===== src/hdl/jsu_pkg.sv =====
// Shared types, constants, and decode and UTF-8 encode functions for the JSON string unescaper.
package jsu_pkg;

  // Decoder phase.
  typedef enum logic [3:0] {
    PH_IDLE = 4'd0,
    PH_STR  = 4'd1,
    PH_ESC  = 4'd2,
    PH_HEX1 = 4'd3,
    PH_BS2  = 4'd4,
    PH_U2   = 4'd5,
    PH_HEX2 = 4'd6
  } phase_t;

  // Result kind codes.
  typedef enum logic [1:0] {
    KIND_DATA  = 2'd0,
    KIND_DONE  = 2'd1,
    KIND_ERROR = 2'd2
  } kind_t;

  // Character codes.
  localparam logic [7:0] CH_QUOTE = 8'h22;
  localparam logic [7:0] CH_BSL   = 8'h5c;
  localparam logic [7:0] CH_SLASH = 8'h2f;
  localparam logic [7:0] CH_SPACE = 8'h20;
  localparam logic [7:0] CH_TAB   = 8'h09;
  localparam logic [7:0] CH_LF    = 8'h0a;
  localparam logic [7:0] CH_CR    = 8'h0d;
  localparam logic [7:0] CH_FF    = 8'h0c;
  localparam logic [7:0] CH_BS    = 8'h08;
  localparam logic [7:0] CH_U     = 8'h75;

  // Surrogate ranges and code point offset.
  localparam logic [15:0] HI_SUR_LO = 16'hd800;
  localparam logic [15:0] HI_SUR_HI = 16'hdbff;
  localparam logic [15:0] LO_SUR_LO = 16'hdc00;
  localparam logic [15:0] LO_SUR_HI = 16'hdfff;
  localparam logic [20:0] SUPP_BASE = 21'h10000;

  // Up to four result bytes, with a count of 0 to 4 and a shared kind.
  typedef struct packed {
    logic [2:0]      cnt;
    kind_t           kind;
    logic [3:0][7:0] bytes;
  } res_t;

  // Hex digit: bit 4 set when the character is a valid digit.
  function automatic logic [4:0] hex_value(input logic [7:0] ch);
    logic [4:0] r;
    r = 5'd0;
    if (ch >= 8'h30 && ch <= 8'h39) r = {1'b1, ch[3:0]};
    else if ((ch >= 8'h61 && ch <= 8'h66) || (ch >= 8'h41 && ch <= 8'h46))
      r = {1'b1, ch[3:0] + 4'd9};
    return r;
  endfunction

  // Single-letter escape: bit 8 set when the letter is known.
  function automatic logic [8:0] escape_letter(input logic [7:0] ch);
    logic [8:0] r;
    case (ch)
      CH_QUOTE: r = {1'b1, CH_QUOTE};
      CH_BSL:   r = {1'b1, CH_BSL};
      CH_SLASH: r = {1'b1, CH_SLASH};
      8'h62:    r = {1'b1, CH_BS};
      8'h66:    r = {1'b1, CH_FF};
      8'h6e:    r = {1'b1, CH_LF};
      8'h72:    r = {1'b1, CH_CR};
      8'h74:    r = {1'b1, CH_TAB};
      default:  r = 9'd0;
    endcase
    return r;
  endfunction

  // UTF-8 encoding of a code point into one to four data bytes.
  function automatic res_t utf8_encode(input logic [20:0] cp);
    res_t r;
    r.kind  = KIND_DATA;
    r.bytes = '0;
    if (cp < 21'h80) begin
      r.cnt      = 3'd1;
      r.bytes[0] = cp[7:0];
    end else if (cp < 21'h800) begin
      r.cnt      = 3'd2;
      r.bytes[0] = 8'hc0 | {3'b0, cp[10:6]};
      r.bytes[1] = 8'h80 | {2'b0, cp[5:0]};
    end else if (cp < 21'h10000) begin
      r.cnt      = 3'd3;
      r.bytes[0] = 8'he0 | {4'b0, cp[15:12]};
      r.bytes[1] = 8'h80 | {2'b0, cp[11:6]};
      r.bytes[2] = 8'h80 | {2'b0, cp[5:0]};
    end else begin
      r.cnt      = 3'd4;
      r.bytes[0] = 8'hf0 | {5'b0, cp[20:18]};
      r.bytes[1] = 8'h80 | {2'b0, cp[17:12]};
      r.bytes[2] = 8'h80 | {2'b0, cp[11:6]};
      r.bytes[3] = 8'h80 | {2'b0, cp[5:0]};
    end
    return r;
  endfunction

endpackage


===== src/hdl/jsu_decoder.sv =====
// Escape decoder: phase and hex state, and the results of the current byte.
module jsu_decoder (
  input  logic          clk,
  input  logic          rst,
  input  logic          accept,
  input  logic [7:0]    in_byte,
  input  logic          end_of_input,
  output jsu_pkg::res_t res
);
  import jsu_pkg::*;

  phase_t      phase, phase_next;
  logic [15:0] hex_accum, hex_accum_next;
  logic [1:0]  digit_count, digit_count_next;
  logic [9:0]  high_surrogate, high_surrogate_next;

  logic [4:0]  hex_d;
  logic [8:0]  esc;
  logic [15:0] acc_v;
  logic [20:0] supp_cp;
  res_t        err_res;

  assign hex_d   = hex_value(in_byte);
  assign esc     = escape_letter(in_byte);
  assign acc_v   = {hex_accum[11:0], hex_d[3:0]};
  assign supp_cp = SUPP_BASE + {1'b0, high_surrogate, acc_v[9:0]};

  always_comb begin
    err_res       = '0;
    err_res.cnt   = 3'd1;
    err_res.kind  = KIND_ERROR;
  end

  // Next state and results for the byte on the input.
  always_comb begin
    phase_next          = phase;
    hex_accum_next      = hex_accum;
    digit_count_next    = digit_count;
    high_surrogate_next = high_surrogate;
    res                 = '0;
    res.kind            = KIND_DATA;
    if (end_of_input) begin
      phase_next          = PH_IDLE;
      hex_accum_next      = '0;
      digit_count_next    = '0;
      high_surrogate_next = '0;
      res                 = err_res;
    end else begin
      case (phase)
        PH_IDLE: begin
          if (in_byte == CH_QUOTE) begin
            phase_next = PH_STR;
          end else if (!(in_byte inside {CH_SPACE, CH_TAB, CH_LF, CH_CR})) begin
            res = err_res;
          end
        end
        PH_STR: begin
          if (in_byte == CH_QUOTE) begin
            phase_next = PH_IDLE;
            res.cnt    = 3'd1;
            res.kind   = KIND_DONE;
          end else if (in_byte == CH_BSL) begin
            phase_next = PH_ESC;
          end else begin
            res.cnt      = 3'd1;
            res.bytes[0] = in_byte;
          end
        end
        PH_ESC: begin
          if (in_byte == CH_U) begin
            phase_next       = PH_HEX1;
            hex_accum_next   = '0;
            digit_count_next = '0;
          end else if (esc[8]) begin
            phase_next   = PH_STR;
            res.cnt      = 3'd1;
            res.bytes[0] = esc[7:0];
          end else begin
            phase_next = PH_IDLE;
            res        = err_res;
          end
        end
        PH_BS2: begin
          if (in_byte == CH_BSL) begin
            phase_next = PH_U2;
          end else begin
            phase_next          = PH_IDLE;
            high_surrogate_next = '0;
            res                 = err_res;
          end
        end
        PH_U2: begin
          if (in_byte == CH_U) begin
            phase_next       = PH_HEX2;
            hex_accum_next   = '0;
            digit_count_next = '0;
          end else begin
            phase_next          = PH_IDLE;
            high_surrogate_next = '0;
            res                 = err_res;
          end
        end
        PH_HEX1, PH_HEX2: begin
          if (!hex_d[4]) begin
            phase_next          = PH_IDLE;
            hex_accum_next      = '0;
            digit_count_next    = '0;
            high_surrogate_next = '0;
            res                 = err_res;
          end else if (digit_count != 2'd3) begin
            hex_accum_next   = acc_v;
            digit_count_next = digit_count + 2'd1;
          end else begin
            hex_accum_next   = '0;
            digit_count_next = '0;
            if (phase == PH_HEX1) begin
              if (acc_v >= LO_SUR_LO && acc_v <= LO_SUR_HI) begin
                phase_next = PH_IDLE;
                res        = err_res;
              end else if (acc_v >= HI_SUR_LO && acc_v <= HI_SUR_HI) begin
                phase_next          = PH_BS2;
                high_surrogate_next = acc_v[9:0];
              end else begin
                phase_next = PH_STR;
                res        = utf8_encode({5'b0, acc_v});
              end
            end else begin
              high_surrogate_next = '0;
              if (acc_v < LO_SUR_LO || acc_v > LO_SUR_HI) begin
                phase_next = PH_IDLE;
                res        = err_res;
              end else begin
                phase_next = PH_STR;
                res        = utf8_encode(supp_cp);
              end
            end
          end
        end
        default: begin
          phase_next          = PH_IDLE;
          hex_accum_next      = '0;
          digit_count_next    = '0;
          high_surrogate_next = '0;
          res                 = err_res;
        end
      endcase
    end
  end

  // State registers advance on each accepted beat.
  always_ff @(posedge clk) begin
    if (rst) begin
      phase          <= PH_IDLE;
      hex_accum      <= '0;
      digit_count    <= '0;
      high_surrogate <= '0;
    end else if (accept) begin
      phase          <= phase_next;
      hex_accum      <= hex_accum_next;
      digit_count    <= digit_count_next;
      high_surrogate <= high_surrogate_next;
    end
  end

  // Idle always means all escape state has been cleared.
  a_idle_clear: assert property (@(posedge clk) disable iff (rst)
    phase == PH_IDLE |-> hex_accum == '0 && digit_count == '0 && high_surrogate == '0)
    else $error("escape state not cleared in idle");

  // Done and error results are always single.
  a_single_ctl: assert property (@(posedge clk) disable iff (rst)
    res.kind != KIND_DATA |-> res.cnt == 3'd1)
    else $error("control result with more than one byte");

endmodule


===== src/hdl/jsu_out_buf.sv =====
// Result register: holds up to four result beats and sends them one per cycle while out_ready is high.
module jsu_out_buf (
  input  logic          clk,
  input  logic          rst,
  input  logic          load,
  input  jsu_pkg::res_t res,
  output logic          free,
  output logic          out_valid,
  input  logic          out_ready,
  output logic [7:0]    out_byte,
  output logic [1:0]    kind,
  output logic          last
);
  import jsu_pkg::*;

  logic            valid;
  logic [1:0]      idx;
  logic [1:0]      top;
  kind_t           kind_q;
  logic [3:0][7:0] bytes;
  logic [2:0]      cnt_m1;

  assign cnt_m1    = res.cnt - 3'd1;
  assign out_valid = valid;
  assign out_byte  = bytes[idx];
  assign kind      = kind_q;
  assign last      = (idx == top);
  assign free      = !valid || (out_ready && last);

  // Control: load a new set or step through the held one.
  always_ff @(posedge clk) begin
    if (rst) begin
      valid <= 1'b0;
      idx   <= '0;
      top   <= '0;
    end else if (load) begin
      valid <= 1'b1;
      idx   <= '0;
      top   <= cnt_m1[1:0];
    end else if (valid && out_ready) begin
      if (last) valid <= 1'b0;
      else      idx   <= idx + 2'd1;
    end
  end

  // Payload needs no reset.
  always_ff @(posedge clk) begin
    if (load) begin
      kind_q <= res.kind;
      bytes  <= res.bytes;
    end
  end

  // A new set never overwrites beats still waiting.
  a_no_overwrite: assert property (@(posedge clk) disable iff (rst)
    load |-> free)
    else $error("result set loaded over pending beats");

  // The beat index stays within the held set.
  a_idx_range: assert property (@(posedge clk) disable iff (rst)
    valid |-> idx <= top)
    else $error("beat index past end of set");

endmodule


===== src/hdl/json_string_unescaper.sv =====
// JSON string unescaper top level: decoder plus result register.
// The first result beat of an accepted input beat is registered and shown in the next cycle.
// Throughput: one input byte per cycle while out_ready is high; an input that
// yields more than one result byte holds the input while the result register drains.
// Reset (rst, synchronous, active high) returns the decoder to idle with all
// escape state cleared and empties the result register.
module json_string_unescaper (
  input  logic       clk,
  input  logic       rst,
  input  logic       in_valid,
  output logic       in_ready,
  input  logic [7:0] in_byte,
  input  logic       end_of_input,
  output logic       out_valid,
  input  logic       out_ready,
  output logic [7:0] out_byte,
  output logic [1:0] kind,
  output logic       last
);
  import jsu_pkg::*;

  res_t res;
  logic free;
  logic accept;
  logic load;

  assign in_ready = free;
  assign accept   = in_valid && free;
  assign load     = accept && (res.cnt != 3'd0);

  jsu_decoder u_dec (
    .clk          (clk),
    .rst          (rst),
    .accept       (accept),
    .in_byte      (in_byte),
    .end_of_input (end_of_input),
    .res          (res)
  );

  jsu_out_buf u_obuf (
    .clk       (clk),
    .rst       (rst),
    .load      (load),
    .res       (res),
    .free      (free),
    .out_valid (out_valid),
    .out_ready (out_ready),
    .out_byte  (out_byte),
    .kind      (kind),
    .last      (last)
  );

endmodule

===== config.mk =====
export PLATFORM = sky130hd
export DESIGN_NAME = json_string_unescaper
export DESIGN_NICKNAME = d
export VERILOG_FILES = /design/src/hdl/jsu_pkg.sv /design/src/hdl/jsu_decoder.sv /design/src/hdl/jsu_out_buf.sv /design/src/hdl/json_string_unescaper.sv
export SDC_FILE = /design/constraint.sdc
export NUM_CORES = 1
export LEC_CHECK = 0
export BUFFER_PORTS_ARGS = -buffer_cell sky130_fd_sc_hd__buf_4
export CAP_MARGIN = 10
export CORE_MARGIN = 1
export CORE_UTILIZATION = 60
export CTS_BUF_LIST = sky130_fd_sc_hd__clkbuf_8
export DETAILED_ROUTE_END_ITERATION = 8
export GPL_TIMING_DRIVEN = 0
export PLACE_DENSITY = 0.79
export SLEW_MARGIN = 25
export SYNTH_ARGS = -nofsm -noshare
export SYNTH_HDL_FRONTEND = slang
export SYNTH_HIERARCHICAL = 1
export SYNTH_SLANG_ARGS = --single-unit

===== constraint.sdc =====
create_clock -name clk -period 4.3 [get_ports clk]
set_input_delay 0.43 -clock clk [delete_from_list [all_inputs] [get_ports clk]]
set_output_delay 0.43 -clock clk [all_outputs]
set_load 0.01 [all_outputs]

==> key figures <==
Setup path
  – R2R depth: 11
  – CP max stage delay: 0.58 ns
  – Critical path endpoint category: register
  – R2R Path End: u_obuf/out_valid
  – RR Startpoint: u_dec/phase[1]
  – Worst setup path class: reg -> reg
  – Worst path cell trace: clkbuf_1 > nand2_1 > nor2_1 > nand2_1 > nor2_1 > o21ai_0 > nor3_1 > o311a_4 > clkbuf_1 > nor2_1 > a311oi_2
  – Crit path launch type: register
  – WP data required: 4.56 ns
  – CP Data Arrival Time: 4.21 ns
  – Top cell family by delay on the critical path: simple AND/OR/NAND/NOR gates
  – WP buf/inv: 2
  – CP most frequent cell: nor2_1
  – Slowest CP cell: nor2_1
  – Top fanout value on the critical path: 35
  – Worst reg2reg setup slack: 0.35 ns

Detailed routing
  – Initial DRC Count: ~580
  – Vias: 4,531
  – Vias per inst: 6.814
  – DRC: 1
  – Drt pass-1 iters: 7
  – Routed wire per std cell: 20.29 µm
  – Final wirelength: 13,490 µm
  – Final antenna-violating net count: 0

Timing
  – F_max: 253.2 MHz
  – Setup TNS: 0 ns
  – Period utilization: about nine tenths
  – Worst clock skew: approximately 0.018 ns
  – Fin. max-slew vios: 0
  – Setup ws final: 0.3500 ns
  – Clock period minus final worst setup slack: 3.950 ns
  – Rel. slew slack: 29.27%
  – Final Hold Viols: 0
  – Worst Tran Pin Value: 1.046 ns
  – Final setup fails: 0
  – RSZ-0062 raised after global routing: false

Clock network
  – Post CTS Setup Buffer Count: 0
  – Htree depth: 3
  – Total CTS buffers: 9
  – Clock Latency Late Sink: 0.36 ns
  – TritonCTS clock tree: built
  – Sink Count: 66
  – Clock Tree Root: clkbuf_8
  – Bufs on Longest Clock Path: 2
  – Reg clk slew, reported paths: 0.08 ns

Pwr
  – Leakage power: 0.001737 µW
  – Max VDD drop: 0.1668 mV
  – Power per standard cell area: 290.5 nW/µm²

GRT
  – Global Route Usage Sum: 35.13%
  – Initial antenna violation count: 0
  – First-pass GRT wire length: 20,470 µm
  – Vias in the first global route: ~4,000
  – Global route overflow: 0
  – Largest net degree at the start of global routing: 36

Floorplan
  – Die area: about 8000 µm²
  – Initial core utilization: 62.69%
  – FP Rows: 31
  – Die width: 89.52 µm
  – Core area: 7331 µm²
  – IO Count: 26
  – DIE HEIGHT: 89.52 µm

Yosys
  – Synth Flop Type: edfxtp_1
  – YS warnings: 6
  – Register area share after synthesis: between 30% and 40%
  – Avg Cell Area, Syn: 8.754 µm²
  – Post-synthesis cell count: 525
  – Post-synth EDFFs: 34
  – Async set-reset flop share out of synthesis: 0%
  – Synthesized area: 4596 µm²
  – Synthesized flop and latch total: 66
  – Library cells used by synthesis: 80

Outcome
  – Status: finished, violations left
  – Failing checks: design-rule violations

Place
  – RePlAce Congestion: 0.9763
  – Final HPWL from detailed placement: 9772 µm
  – I/O Buffers: 23
  – Place WS: roughly 0.27 ns

Worst hold path
  – Hold Crit Class: in -> reg
  – Worst Hold Endpoint: u_obuf/out_valid
  – Min-delay src: out_ready
  – Min-Delay Path Depth: 2

Layout
  – Most frequent cells in the layout: nor2_1, nand2_1, a21oi_1
  – Share of cells above drive strength 1: 14.31%
  – Fin nets: 581
  – Most common cell after layout, fill and taps aside: nor2_1
  – Synth-to-Final Area Change: 11.73%
  – # diodes: 0

Flow run
  – Total of max-cap violations: 0
[per-stage QoR]
| step | cells | hold WS [ns] | cell area (µm²) | utilization, % | power (µW) |
|---|---|---|---|---|---|
| after detailed placement | 649 | 0.4884 | 4901 | 66.85 | 891.5 |
| after CTS | 665 | 0.2999 | 5125 | 69.91 | 1493 |
| after global routing | 665 | 0.3072 | 5135 | 70.05 | 1545 |
| after floorplan | 527 | 0.4561 | 4603 | - | 827.1 |
| after global placement | 649 | 0.4813 | 4900 | 66.84 | 886.3 |
| final | 665 | 0.3168 | 5135 | 70.05 | 1492 |
[layer usage]
metal | wire (µm) | GRT usage, % | part of all wire [%]
met4 | 567 | 18.33 | 4.2
met3 | 1399 | 8.033 | 10
met2 | 5777 | 51.08 | 43
met1 | 5750 | 48.72 | 43
met5 | 0 | 0 | 0
[cell usage after synthesis (all sizes together) (6+ instances only)]
cell / number / share of area [%]
and2: 9 / 1.3
a211oi: 7 / 1.3
nand2: 42 / 3.4
a2bb2oi: 6 / 1.1
mux4: 8 / 4.0
a22o: 12 / 2.3
buf: 15 / 1.9
o21ai: 23 / 2.5
nor4: 9 / 1.5
a22oi: 10 / 1.6
dfxtp: 32 / 14
nor3: 17 / 1.9
inv: 10 / 0.82
nor2: 63 / 5.3
o211ai: 6 / 0.98
nand2b: 12 / 1.6
edfxtp: 34 / 22
a21oi: 41 / 4.7
or3: 6 / 0.82
a31oi: 6 / 0.82
clkbuf: 25 / 2.0
ha: 7 / 1.9
nand3: 25 / 2.7
a21o: 6 / 0.98
[registers in the layout (all words and copies together) (netlist names)]
| register | flops |
|---|---|
| u_dec/digit_count | 2 |
| u_dec/hex_accum | 12 |
| u_dec/high_surrogate | 10 |
| u_dec/phase | 3 |
| u_obuf/bytes | 32 |
| u_obuf/idx | 2 |
| u_obuf/kind | 2 |
| u_obuf/out_valid | 1 |
| u_obuf/top | 2 |
[worst register-to-register path: stages, from the launching register on]
cell	delay [ns]
dfxtp_1	0.31
clkbuf_1	0.37
nand2_1	0.19
nor2_1	0.58
nand2_1	0.29
nor2_1	0.17
o21ai_0	0.20
nor3_1	0.52
o311a_4	0.55
clkbuf_1	0.33
nor2_1	0.12
a311oi_2	0.24
[how the worst max path moves through the flow]
stage                                 start          endpoint  cells after the start
finish                       u_dec/phase[1]  u_obuf/out_valid                     11
global route                 u_dec/phase[1]  u_obuf/out_valid                     11
CTS                          u_dec/phase[1]  u_obuf/out_valid                     11
detailed placement               in_byte[0]  u_obuf/out_valid                     13
global placement                 in_byte[0]  u_obuf/out_valid                     13
floorplan           u_dec/high_surrogate[7]  u_obuf/out_valid                     12
[kinds of logic after synthesis]
logic type                 count (synthesis)  share of synthesized area, %
DFF                                       66                         36.16
xor gates and xnor gates                   4                        0.7622
and+or+nand+nor                          218                         24.86
other                                      1                       0.08160
AOI/OAI and AO/OA                        164                         25.95
adders and majority gates                  8                         2.124
buffers and inverters                     50                         4.737
muxes                                     14                         5.336
[power by group]
group | total (µW) | internal (µW) | switching (µW)
logic | 182 | 70.1 | 112
clock network | 608 | 332 | 277
registers | 701 | 691 | 9.69
total | 1490 | 1090 | 399
[cell type report]
cell class                      instances  area, µm²
Clock inverter                          7      100.1
Inverter                               10      37.54
Buffer                                 40      180.2
Sequential cell                        66       1662
Multi-Input combinational cell        411       2735
Fill cell                             604       2196
Timing Repair Buffer                   23      172.7
Tap cell                               99      123.9
Clock buffer                            9      123.9
[repair_timing]
item / CTS / global route
hold buffers: 0 / 0
setup endpoints to repair: 0 / 5
gates resized for setup: 0 / 1
Power figures use the tool's default switching activity.
